### src/hw/rtl/rcatt_pkg.sv
// Types and constants of the RC stick to attitude setpoint block.
// Depends on nothing; used by the lanes, the merge stage and the top level.
package rcatt_pkg;

  localparam int CAL_W = 12;
  typedef logic signed [CAL_W-1:0] cal_t;

  localparam int NUM_CH = 4;
  localparam int CH_ROLL = 0;
  localparam int CH_PITCH = 1;
  localparam int CH_RUD = 2;
  localparam int CH_THR = 3;

  localparam int CFG_IDX_W = 3;
  localparam int CFG_DATA_W = 16;
  localparam int OFFSET_W = 13;
  localparam int SCALE_W = 16;
  localparam logic [CFG_IDX_W-1:0] REG_OFFSET_ROLL = 3'd0;
  localparam logic [CFG_IDX_W-1:0] REG_OFFSET_PITCH = 3'd1;
  localparam logic [CFG_IDX_W-1:0] REG_OFFSET_RUD = 3'd2;
  localparam logic [CFG_IDX_W-1:0] REG_OFFSET_THR = 3'd3;
  localparam logic [CFG_IDX_W-1:0] REG_SCALE_ROLL = 3'd4;
  localparam logic [CFG_IDX_W-1:0] REG_SCALE_PITCH = 3'd5;
  localparam logic [CFG_IDX_W-1:0] REG_SCALE_RUD = 3'd6;
  localparam logic [CFG_IDX_W-1:0] REG_SCALE_THR = 3'd7;
  localparam logic [SCALE_W-1:0] SCALE_ONE = 16'd4096;

  localparam int SCALE_SH = 12;
  localparam cal_t CAL_MIN = -12'sd1000;
  localparam cal_t CAL_MAX = 12'sd2000;
  localparam cal_t SNAP_LO = 12'sd485;
  localparam cal_t SNAP_HI = 12'sd515;
  localparam cal_t CAL_CENTER = 12'sd500;
  localparam cal_t CAL_ABSENT = -12'sd100;
  localparam cal_t ARM_THR_LIM = 12'sd20;
  localparam cal_t ARM_RUD_LIM = 12'sd850;
  localparam cal_t DISARM_LIM = 12'sd30;

  localparam int SP_W = 16;
  localparam int YAW_W = 17;
  localparam int IMU_W = 17;
  localparam logic signed [SP_W-1:0] TILT_LIM = 16'sd23040;
  localparam logic signed [17:0] HALF_TURN = 18'sd46080;
  localparam logic signed [18:0] FULL_TURN = 19'sd92160;

  // floor(x / 500) = (x * DIV_RECIP) >> DIV_SH, exact for x below 2^26
  localparam int RECIP_W = 27;
  localparam logic [RECIP_W-1:0] DIV_RECIP = 27'd68719477;
  localparam int DIV_SH = 35;
  localparam int DIV_BIAS = 250;

  typedef struct packed {
    logic load;
    logic cal_en;
    logic mul_en;
    logic abs_en;
    logic div_en;
    logic commit;
  } stage_ctl_t;

  typedef struct packed {
    logic armed;
    logic link;
    logic signed [SP_W-1:0] roll;
    logic signed [SP_W-1:0] pitch;
    logic signed [YAW_W-1:0] yaw;
  } res_t;

endpackage

### src/hw/rtl/rcatt_if.sv
// Handshake interfaces for stick words in and setpoint words out.
// Depends on nothing.
interface rcatt_in_if #(
  parameter int RAW_BITS = 12
);
  logic valid;
  logic ready;
  logic [RAW_BITS-1:0] raw_roll;
  logic [RAW_BITS-1:0] raw_pitch;
  logic [RAW_BITS-1:0] raw_yaw_stick;
  logic [RAW_BITS-1:0] raw_throttle;
  logic [3:0] present_mask;
  logic signed [16:0] imu_yaw;

  modport source (
    output valid, raw_roll, raw_pitch, raw_yaw_stick, raw_throttle, present_mask, imu_yaw,
    input ready
  );
  modport sink (
    input valid, raw_roll, raw_pitch, raw_yaw_stick, raw_throttle, present_mask, imu_yaw,
    output ready
  );
endinterface

interface rcatt_out_if;
  logic valid;
  logic ready;
  logic armed_flag;
  logic link_ok;
  logic signed [15:0] roll_setpoint;
  logic signed [15:0] pitch_setpoint;
  logic signed [16:0] yaw_setpoint;

  modport source (
    output valid, armed_flag, link_ok, roll_setpoint, pitch_setpoint, yaw_setpoint,
    input ready
  );
  modport sink (
    input valid, armed_flag, link_ok, roll_setpoint, pitch_setpoint, yaw_setpoint,
    output ready
  );
endinterface

### src/hw/rtl/rcatt_lane.sv
// Calibration lane: (raw + offset) * scale, floor by 4096, saturate, snap, absent.
// Depends on rcatt_pkg.
module rcatt_lane import rcatt_pkg::*; #(
  parameter int RAW_BITS = 12,
  parameter bit SNAP = 1'b1
) (
  input  logic                       clk,
  input  stage_ctl_t                 ctl,
  input  logic [RAW_BITS-1:0]        raw,
  input  logic                       present,
  input  logic signed [OFFSET_W-1:0] offset,
  input  logic [SCALE_W-1:0]         scale,
  output cal_t                       cal
);

  localparam int SUM_W = ((RAW_BITS + 1 > OFFSET_W) ? RAW_BITS + 1 : OFFSET_W) + 1;
  localparam int PROD_W = SUM_W + SCALE_W + 1;
  localparam int FL_W = PROD_W - SCALE_SH;

  logic signed [SUM_W-1:0]  sum;
  logic signed [PROD_W-1:0] prod;
  logic                     present_q;
  logic signed [FL_W-1:0]   fl;
  cal_t                     cal_next;

  assign sum = SUM_W'($signed({1'b0, raw})) + SUM_W'(offset);
  assign fl  = FL_W'(prod >>> SCALE_SH);

  always_comb begin
    if (fl < CAL_MIN) begin
      cal_next = CAL_MIN;
    end else if (fl > CAL_MAX) begin
      cal_next = CAL_MAX;
    end else begin
      cal_next = cal_t'(fl);
    end
    if (SNAP && cal_next > SNAP_LO && cal_next < SNAP_HI) begin
      cal_next = CAL_CENTER;
    end
    if (!present_q) begin
      cal_next = CAL_ABSENT;
    end
  end

  always_ff @(posedge clk) begin
    if (ctl.load) begin
      prod      <= PROD_W'(sum) * PROD_W'($signed({1'b0, scale}));
      present_q <= present;
    end
    if (ctl.cal_en) begin
      cal <= cal_next;
    end
  end

endmodule

### src/hw/rtl/rcatt_merge.sv
// Merge stage: arm logic, roll and pitch setpoints, yaw integration and wrap.
// Depends on rcatt_pkg; takes the four calibrated lane values.
module rcatt_merge import rcatt_pkg::*; #(
  parameter int MAX_TILT_Q8 = 7680,
  parameter int YAW_STEP_Q8 = 256
) (
  input  logic                    clk,
  input  logic                    rst,
  input  stage_ctl_t              ctl,
  input  cal_t                    cal [NUM_CH],
  input  logic                    link,
  input  logic signed [IMU_W-1:0] imu_yaw,
  output res_t                    res
);

  localparam int SP_ROLL = 0;
  localparam int SP_PITCH = 1;
  localparam int SP_YAW = 2;
  localparam int NUM_SP = 3;
  localparam int MAXK = (MAX_TILT_Q8 > YAW_STEP_Q8) ? MAX_TILT_Q8 : YAW_STEP_Q8;
  localparam int D_W = CAL_W + 1;
  localparam int N_W = $clog2(1500 * MAXK + DIV_BIAS + 1) + 1;
  localparam int X_W = N_W - 1;
  localparam int P_W = X_W + RECIP_W;
  localparam int Q_W = N_W - 9;
  localparam int S_W = Q_W + 1;
  localparam int T_W = ((S_W > YAW_W) ? S_W : YAW_W) + 2;

  logic                    armed;
  logic signed [YAW_W-1:0] yaw_target;
  logic                    arm_set;
  logic                    arm_clr;
  logic                    link_q;
  logic signed [N_W-1:0]   n   [NUM_SP];
  logic                    neg [NUM_SP];
  logic [X_W-1:0]          x   [NUM_SP];
  logic [Q_W-1:0]          q   [NUM_SP];

  logic signed [D_W-1:0]   d_roll;
  logic signed [D_W-1:0]   d_pitch;
  logic signed [D_W-1:0]   d_rud;
  logic signed [S_W-1:0]   sq  [NUM_SP];
  logic signed [S_W-1:0]   step;
  logic signed [YAW_W-1:0] imu_sat;
  logic signed [YAW_W-1:0] base;
  logic signed [T_W-1:0]   t;
  logic signed [T_W-1:0]   t_wrap;
  logic signed [SP_W-1:0]  sp  [2];
  logic                    armed_next;

  assign d_roll  = D_W'(cal[CH_ROLL]) - D_W'(CAL_CENTER);
  assign d_pitch = D_W'(cal[CH_PITCH]) - D_W'(CAL_CENTER);
  assign d_rud   = D_W'(cal[CH_RUD]) - D_W'(CAL_CENTER);

  always_ff @(posedge clk) begin
    if (ctl.mul_en) begin
      link_q  <= link;
      arm_set <= cal[CH_THR] < ARM_THR_LIM && cal[CH_RUD] > ARM_RUD_LIM;
      arm_clr <= (cal[CH_THR] < DISARM_LIM && cal[CH_RUD] < DISARM_LIM) || !link;
      n[SP_ROLL]  <= link ? N_W'(d_roll) * N_W'(MAX_TILT_Q8) : '0;
      n[SP_PITCH] <= link ? N_W'(d_pitch) * N_W'(MAX_TILT_Q8) : '0;
      n[SP_YAW]   <= (link && cal[CH_THR] > ARM_THR_LIM) ?
                     N_W'(d_rud) * N_W'(YAW_STEP_Q8) : '0;
    end
    for (int i = 0; i < NUM_SP; i++) begin
      if (ctl.abs_en) begin
        neg[i] <= n[i] < 0;
        x[i]   <= X_W'((n[i] < 0) ? -n[i] : n[i]) + X_W'(DIV_BIAS);
      end
      if (ctl.div_en) begin
        q[i] <= Q_W'((P_W'(x[i]) * P_W'(DIV_RECIP)) >> DIV_SH);
      end
    end
  end

  always_comb begin
    for (int i = 0; i < NUM_SP; i++) begin
      sq[i] = neg[i] ? -$signed({1'b0, q[i]}) : $signed({1'b0, q[i]});
    end
    for (int i = 0; i < 2; i++) begin
      if (sq[i] > TILT_LIM) begin
        sp[i] = TILT_LIM;
      end else if (sq[i] < -TILT_LIM) begin
        sp[i] = -TILT_LIM;
      end else begin
        sp[i] = SP_W'(sq[i]);
      end
    end
    step = -sq[SP_YAW];

    if (imu_yaw > HALF_TURN) begin
      imu_sat = YAW_W'(HALF_TURN);
    end else if (imu_yaw < -HALF_TURN) begin
      imu_sat = YAW_W'(-HALF_TURN);
    end else begin
      imu_sat = imu_yaw;
    end
    base = arm_set ? imu_sat : yaw_target;
    t = T_W'(base) + T_W'(step);
    if (t < -T_W'(HALF_TURN)) begin
      t_wrap = t + T_W'(FULL_TURN);
    end else if (t > T_W'(HALF_TURN)) begin
      t_wrap = t - T_W'(FULL_TURN);
    end else begin
      t_wrap = t;
    end

    armed_next = arm_clr ? 1'b0 : (arm_set ? 1'b1 : armed);

    res.armed = armed_next;
    res.link  = link_q;
    res.roll  = sp[SP_ROLL];
    res.pitch = sp[SP_PITCH];
    res.yaw   = YAW_W'(t_wrap);
  end

  always_ff @(posedge clk) begin
    if (rst) begin
      armed      <= 1'b1;
      yaw_target <= '0;
    end else if (ctl.commit) begin
      armed      <= armed_next;
      yaw_target <= res.yaw;
    end
  end

endmodule

### src/hw/rtl/rc_stick_to_attitude_setpoint.sv
// RC stick to attitude setpoint, top level.
// Depends on rcatt_pkg, rcatt_if, rcatt_lane and rcatt_merge.
//
// Usage:
//   sticks carries one word per control tick: four raw stick readings, their
//   presence bits and the measured yaw. setpoints returns one word per tick:
//   armed flag, link flag, roll and pitch setpoints and the yaw target.
//   The user writes registers (cfg_we, cfg_index, cfg_data) only while idle.
// Timing:
//   Four calibration lanes (one multiplier each) run side by side, then the
//   merge stage steps through product, magnitude, reciprocal divide and
//   commit. The lanes multiply as a word is accepted; the five-step sequencer
//   (calibrate, product, magnitude, divide, commit) runs; sticks.ready
//   stays low until commit: no new word is taken before the last one is done.
// Reset:
//   Synchronous rst restores gains of one, zero offsets, armed set and a yaw
//   target of zero, and empties the output register.
// Stall:
//   The result waits in the output register; a next word may be accepted
//   meanwhile, and its commit holds until setpoints.ready frees the register.
module rc_stick_to_attitude_setpoint import rcatt_pkg::*; #(
  parameter int MAX_TILT_Q8 = 7680,
  parameter int YAW_STEP_Q8 = 256,
  parameter int RAW_BITS = 12
) (
  input  logic                  clk,
  input  logic                  rst,
  input  logic                  cfg_we,
  input  logic [CFG_IDX_W-1:0]  cfg_index,
  input  logic [CFG_DATA_W-1:0] cfg_data,
  rcatt_in_if.sink              sticks,
  rcatt_out_if.source           setpoints
);

  localparam logic [2:0] ST_CAL = 3'd0;
  localparam logic [2:0] ST_MUL = 3'd1;
  localparam logic [2:0] ST_ABS = 3'd2;
  localparam logic [2:0] ST_DIV = 3'd3;
  localparam logic [2:0] ST_COMMIT = 3'd4;

  logic                       busy;
  logic [2:0]                 state;
  logic                       link;
  logic signed [IMU_W-1:0]    imu_q;
  logic signed [OFFSET_W-1:0] offset [NUM_CH];
  logic [SCALE_W-1:0]         scale  [NUM_CH];
  cal_t                       cal    [NUM_CH];
  stage_ctl_t                 ctl;
  res_t                       res;
  logic                       out_free;

  assign sticks.ready = !busy && !rst;
  assign out_free     = !setpoints.valid || setpoints.ready;

  always_comb begin
    ctl.load   = sticks.valid && sticks.ready;
    ctl.cal_en = busy && state == ST_CAL;
    ctl.mul_en = busy && state == ST_MUL;
    ctl.abs_en = busy && state == ST_ABS;
    ctl.div_en = busy && state == ST_DIV;
    ctl.commit = busy && state == ST_COMMIT && out_free;
  end

  always_ff @(posedge clk) begin
    if (rst) begin
      for (int i = 0; i < NUM_CH; i++) begin
        offset[i] <= '0;
        scale[i]  <= SCALE_ONE;
      end
    end else if (cfg_we) begin
      case (cfg_index)
        REG_OFFSET_ROLL:    offset[CH_ROLL]  <= cfg_data[OFFSET_W-1:0];
        REG_OFFSET_PITCH:   offset[CH_PITCH] <= cfg_data[OFFSET_W-1:0];
        REG_OFFSET_RUD:     offset[CH_RUD]   <= cfg_data[OFFSET_W-1:0];
        REG_OFFSET_THR:     offset[CH_THR]   <= cfg_data[OFFSET_W-1:0];
        REG_SCALE_ROLL:     scale[CH_ROLL]   <= cfg_data[SCALE_W-1:0];
        REG_SCALE_PITCH:    scale[CH_PITCH]  <= cfg_data[SCALE_W-1:0];
        REG_SCALE_RUD:      scale[CH_RUD]    <= cfg_data[SCALE_W-1:0];
        REG_SCALE_THR:      scale[CH_THR]    <= cfg_data[SCALE_W-1:0];
        default: ;
      endcase
    end
  end

  always_ff @(posedge clk) begin
    if (rst) begin
      busy  <= 1'b0;
      state <= ST_CAL;
    end else if (ctl.load) begin
      busy  <= 1'b1;
      state <= ST_CAL;
    end else if (busy) begin
      if (state == ST_COMMIT) begin
        if (out_free) begin
          busy <= 1'b0;
        end
      end else begin
        state <= state + 3'd1;
      end
    end
  end

  always_ff @(posedge clk) begin
    if (ctl.load) begin
      link  <= &sticks.present_mask;
      imu_q <= sticks.imu_yaw;
    end
  end

  rcatt_lane #(.RAW_BITS(RAW_BITS), .SNAP(1'b1)) u_lane_roll (
    .clk(clk), .ctl(ctl), .raw(sticks.raw_roll), .present(sticks.present_mask[CH_ROLL]),
    .offset(offset[CH_ROLL]), .scale(scale[CH_ROLL]), .cal(cal[CH_ROLL])
  );
  rcatt_lane #(.RAW_BITS(RAW_BITS), .SNAP(1'b1)) u_lane_pitch (
    .clk(clk), .ctl(ctl), .raw(sticks.raw_pitch), .present(sticks.present_mask[CH_PITCH]),
    .offset(offset[CH_PITCH]), .scale(scale[CH_PITCH]), .cal(cal[CH_PITCH])
  );
  rcatt_lane #(.RAW_BITS(RAW_BITS), .SNAP(1'b1)) u_lane_rud (
    .clk(clk), .ctl(ctl), .raw(sticks.raw_yaw_stick), .present(sticks.present_mask[CH_RUD]),
    .offset(offset[CH_RUD]), .scale(scale[CH_RUD]), .cal(cal[CH_RUD])
  );
  rcatt_lane #(.RAW_BITS(RAW_BITS), .SNAP(1'b0)) u_lane_thr (
    .clk(clk), .ctl(ctl), .raw(sticks.raw_throttle), .present(sticks.present_mask[CH_THR]),
    .offset(offset[CH_THR]), .scale(scale[CH_THR]), .cal(cal[CH_THR])
  );

  rcatt_merge #(.MAX_TILT_Q8(MAX_TILT_Q8), .YAW_STEP_Q8(YAW_STEP_Q8)) u_merge (
    .clk(clk), .rst(rst), .ctl(ctl), .cal(cal), .link(link), .imu_yaw(imu_q), .res(res)
  );

  always_ff @(posedge clk) begin
    if (rst) begin
      setpoints.valid <= 1'b0;
    end else if (ctl.commit) begin
      setpoints.valid <= 1'b1;
    end else if (setpoints.ready) begin
      setpoints.valid <= 1'b0;
    end
  end

  always_ff @(posedge clk) begin
    if (ctl.commit) begin
      setpoints.armed_flag     <= res.armed;
      setpoints.link_ok        <= res.link;
      setpoints.roll_setpoint  <= res.roll;
      setpoints.pitch_setpoint <= res.pitch;
      setpoints.yaw_setpoint   <= res.yaw;
    end
  end

endmodule

### src/flat_wrapper.sv
// flat-port wrapper written by rule: the top's interface ports become plain ports
module rc_stick_to_attitude_setpoint_flat import rcatt_pkg::*;
#(
  parameter int MAX_TILT_Q8 = 7680,
  parameter int YAW_STEP_Q8 = 256,
  parameter int RAW_BITS = 12
)
  (clk, rst, cfg_we, cfg_index, cfg_data, sticks_valid, sticks_raw_roll, sticks_raw_pitch, sticks_raw_yaw_stick, sticks_raw_throttle, sticks_present_mask, sticks_imu_yaw, sticks_ready, setpoints_valid, setpoints_armed_flag, setpoints_link_ok, setpoints_roll_setpoint, setpoints_pitch_setpoint, setpoints_yaw_setpoint, setpoints_ready);
  rcatt_in_if #(.RAW_BITS(RAW_BITS)) sticks_i ();
  rcatt_out_if setpoints_i ();
  input  logic clk;
  input  logic rst;
  input  logic cfg_we;
  input  logic [CFG_IDX_W-1:0] cfg_index;
  input  logic [CFG_DATA_W-1:0] cfg_data;
  input wire logic [$bits(sticks_i.valid)-1:0] sticks_valid;
  input wire logic [$bits(sticks_i.raw_roll)-1:0] sticks_raw_roll;
  input wire logic [$bits(sticks_i.raw_pitch)-1:0] sticks_raw_pitch;
  input wire logic [$bits(sticks_i.raw_yaw_stick)-1:0] sticks_raw_yaw_stick;
  input wire logic [$bits(sticks_i.raw_throttle)-1:0] sticks_raw_throttle;
  input wire logic [$bits(sticks_i.present_mask)-1:0] sticks_present_mask;
  input wire logic [$bits(sticks_i.imu_yaw)-1:0] sticks_imu_yaw;
  output wire logic [$bits(sticks_i.ready)-1:0] sticks_ready;
  output wire logic [$bits(setpoints_i.valid)-1:0] setpoints_valid;
  output wire logic [$bits(setpoints_i.armed_flag)-1:0] setpoints_armed_flag;
  output wire logic [$bits(setpoints_i.link_ok)-1:0] setpoints_link_ok;
  output wire logic [$bits(setpoints_i.roll_setpoint)-1:0] setpoints_roll_setpoint;
  output wire logic [$bits(setpoints_i.pitch_setpoint)-1:0] setpoints_pitch_setpoint;
  output wire logic [$bits(setpoints_i.yaw_setpoint)-1:0] setpoints_yaw_setpoint;
  input wire logic [$bits(setpoints_i.ready)-1:0] setpoints_ready;
  assign sticks_i.valid = sticks_valid;
  assign sticks_i.raw_roll = sticks_raw_roll;
  assign sticks_i.raw_pitch = sticks_raw_pitch;
  assign sticks_i.raw_yaw_stick = sticks_raw_yaw_stick;
  assign sticks_i.raw_throttle = sticks_raw_throttle;
  assign sticks_i.present_mask = sticks_present_mask;
  assign sticks_i.imu_yaw = sticks_imu_yaw;
  assign sticks_ready = sticks_i.ready;
  assign setpoints_valid = setpoints_i.valid;
  assign setpoints_armed_flag = setpoints_i.armed_flag;
  assign setpoints_link_ok = setpoints_i.link_ok;
  assign setpoints_roll_setpoint = setpoints_i.roll_setpoint;
  assign setpoints_pitch_setpoint = setpoints_i.pitch_setpoint;
  assign setpoints_yaw_setpoint = setpoints_i.yaw_setpoint;
  assign setpoints_i.ready = setpoints_ready;
  rc_stick_to_attitude_setpoint #(.MAX_TILT_Q8(MAX_TILT_Q8), .YAW_STEP_Q8(YAW_STEP_Q8), .RAW_BITS(RAW_BITS)) u_core (.clk(clk), .rst(rst), .cfg_we(cfg_we), .cfg_index(cfg_index), .cfg_data(cfg_data), .sticks(sticks_i), .setpoints(setpoints_i));
endmodule
### config.mk
export PLATFORM = sky130hd
export DESIGN_NAME = rc_stick_to_attitude_setpoint_flat
export DESIGN_NICKNAME = d
export VERILOG_FILES = /design/src/hw/rtl/rcatt_pkg.sv /design/src/hw/rtl/rcatt_if.sv /design/src/hw/rtl/rcatt_lane.sv /design/src/hw/rtl/rcatt_merge.sv /design/src/hw/rtl/rc_stick_to_attitude_setpoint.sv /design/src/flat_wrapper.sv
export SDC_FILE = /design/constraint.sdc
export NUM_CORES = 2
export LEC_CHECK = 0
export ABC_AREA = 1
export BUFFER_PORTS_ARGS = -buffer_cell sky130_fd_sc_hd__buf_2
export CORE_MARGIN = 4
export CORE_UTILIZATION = 55
export DETAILED_ROUTE_END_ITERATION = 10
export PLACE_DENSITY_LB_ADDON = 0.08
export REMOVE_ABC_BUFFERS = 1
export SLEW_MARGIN = 10
export SYNTH_ARGS = -nofsm -noshare
export SYNTH_HDL_FRONTEND = slang
export SYNTH_SLANG_ARGS = --single-unit
### constraint.sdc
create_clock -name clk -period 14.6 [get_ports clk]
set_input_delay 1.46 -clock clk [delete_from_list [all_inputs] [get_ports clk]]
set_output_delay 1.46 -clock clk [all_outputs]
set_load 0.02 [all_outputs]
==> flow_summary.toml <==
[setup_path]
crit_path_top_delay_cell = "fa_1"
setup.worst_path.class = "input port to flop"
cp.arrival_ns = 8.91
endpoint_kind = "flop"
max_stage_delay_ns = 0.55
start_kind = "input port"
path_max_fanout = 9
required_ns = 15.00

[outcome]
run_status = "finished clean"

[grt]
antenna_found_initial = 3
grt_max_degree = 68
grt_pass1_wl_um = 323000
overflow = 0
grt_pass1_vias = 60648
grt.total_usage_pct = 27.5

[floorplanning]
die_h_um = 385
core_area_mm2 = 0.140
die_w_um = 385
rows = 137
start_util_pct = 55.6
io_pins = 146
die_area_mm2 = 0.148

[detailed_routing]
vias = 58202
m1WireLength_um = 89300
met2_length_um = 89800
drc = 0
wl_per_cell_um = 17.8
first_pass_iters = 6
via_per_inst = 5.26
met3_length_um = 12300
ant_nets = 0
wl_um = 197000
top_layer_used = "met5"
drt-initial-drc-count = 3646

[logic_synthesis]
netlist_area_mm2 = 0.0780
ys_types = 68
synth-edff-count = 458
synth.avg_cell_area_um2 = 8.63
synth_seq_area_share_pct = 18.2
synthCells = 9042
ys_async_sr_fraction_pct = 0
synthTopCellsByArea = "fa_1 28%, ha_1 18%, edfxtp_1 18%"
ys_ff_latch = 481
synth_area_leader_cell = "fa_1"
yosysWarnings = 0
synth_flop_cell = "edfxtp_1"
synth_top_area_share_pct = 27.8

[layout]
final_cells = 11059
seqCellArea_mm2 = 0.0142
multiInputGateArea_mm2 = 0.0549
area_delta_synth_final_pct = 6.06
final_layout_size_suffix_gt1_share_pct = 4.43
final_area_mm2 = 0.0827
final_nets = 11452
fill_cells = 12682

[sta]
skew_ns = 0.0486
timing.fmax_mhz = 117
rsz0062_at_grt = "false"
slew_violations = 0
slew-limit-headroom_pct = 30.9
finalCritPeriodShare_pct = 58.3
tns_ns = 0
fin_crit_ns = 8.51
worst_pin_slew_ns = 1.03
final-setup-viol-count = 0
final_hold_viol_count = 0
hold_slack_ns = 0.419

[clock_network]
cts.path.max_buffers = 3
numCtsBuffers = 58
holdBufCountCts = 0
htreeDepth = 2
clk_latency_ns = 0.67
cts_tree = "built"
ctsRootBufferMaster = "clkbuf_16"
cts.sinks = 481
cts_setup_buffers = 0
clk_pin_slew_ns = 0.06
cts_resized = 0

[flow_run]
maxCapViolCount = 0

[placed_design]
portBuffers = 145
placed_cell_area_mm2 = 0.0807
dpl.hpwl_um = 167000
routabilityCongestion = 0.937
placed_cells = 10952

[worst_hold_path]
hp-class = "flop to flop"
==> area by class of cell <==
cell class | instances | share of cell area, %
Tap cell | 1876 | 2.84
Antenna cell | 2 | 0.00605
Sequential cell | 481 | 17.2
Timing Repair Buffer | 164 | 1.05
Multi-Input combinational cell | 6190 | 66.3
Inverter | 2241 | 10.2
Clock inverter | 43 | 0.637
Clock buffer | 62 | 1.77
==> flip-flops by register name, indices dropped and copies added, names as in the netlist, 45 cells and up <==
register	count
u_core.scale	64
u_core.u_merge.x	46
u_core.u_merge.n	45
u_core.u_merge.q	48
u_core.offset	52
==> cells in the mapped netlist (21+ instances only) <==
| library cell | instances |
|---|---|
| a21oi_1 | 411 |
| a31oi_1 | 28 |
| clkbuf_1 | 111 |
| dfxtp_1 | 23 |
| edfxtp_1 | 458 |
| fa_1 | 1082 |
| ha_1 | 1141 |
| inv_1 | 2203 |
| inv_2 | 25 |
| nand2_1 | 1545 |
| nand3_1 | 213 |
| nand4_1 | 64 |
| nor2_1 | 773 |
| nor2_2 | 29 |
| nor3_1 | 79 |
| nor4_1 | 33 |
| o21a_1 | 25 |
| o21ai_0 | 240 |
| o21bai_1 | 21 |
| or2_2 | 47 |
| xnor2_1 | 85 |
| xor2_1 | 179 |
==> final timing paths <==
kind | start | end | slack, ns | cells past startpoint
hold / removal | u_core.u_merge.link_q$_DFFE_PP_ | u_core.setpoints.link_ok$_DFFE_PP_ | 0.42 | 0
setup / recovery | sticks_raw_pitch[0] | u_core.u_lane_pitch.prod[30]$_DFFE_PP_ | 6.09 | 30
setup reg to reg | u_core.offset[1][0]$_SDFFCE_PN0P_ | u_core.u_lane_pitch.prod[30]$_DFFE_PP_ | 6.58 | 29
hold reg to reg | u_core.u_merge.link_q$_DFFE_PP_ | u_core.setpoints.link_ok$_DFFE_PP_ | 0.42 | 0
==> through the flow <==
step,utilization [%],worst slack [ns]
2_1_floorplan,-,5.55
3_3_place_gp,57.6,5.58
3_5_place_dp,57.6,5.48
4_1_cts,59.0,6.15
5_1_grt,59.0,5.56
6_report,59.0,6.09
==> cells in the final DEF (no fill, tap or decap), types with 23 or more instances in the layout <==
cell type	count
o21ai_0	239
nor4_1	33
dfxtp_1	23
a21oi_1	411
edfxtp_1	458
ha_1	1141
clkbuf_16	58
o21a_1	25
nand2_1	1545
or2_2	47
nor2_2	29
clkinv_1	24
xnor2_1	85
xor2_1	179
nand3_1	213
inv_1	2201
nor3_1	78
fa_1	1082
a31oi_1	28
nand4_1	64
inv_2	27
nor2_1	770
buf_2	145
==> worst max-delay path: cells and delay by family <==
family / cells / cell delay [ns]
buffers and inverters: 5 / 0.61
AOI/OAI and AO/OA: 3 / 0.67
and+or+nand+nor: 13 / 2.10
adders and majority gates: 9 / 4.04
==> cell families after synthesis <==
family	count (synthesis)	synth area share [%]
xor gates and xnor gates	268	3.05
and+or+nand+nor	2849	15.1
DFF	481	18.2
adders and majority gates	2223	46.1
AOI/OAI and AO/OA	847	6.11
other	1	0.00481
buffers and inverters	2373	11.5
==> per-layer routing <==
| layer | GRT usage (%) | vias to the layer above |
|---|---|---|
| li1 | - | 28234 |
| met1 | 38.8 | 28006 |
| met2 | 44.6 | 1653 |
| met4 | 7.17 | 2 |
| met5 | 0 | - |
| met3 | 3.92 | 307 |
Power is not shown: default switching activity piles up to over one toggle a cycle in this logic, so the estimate is an artifact.
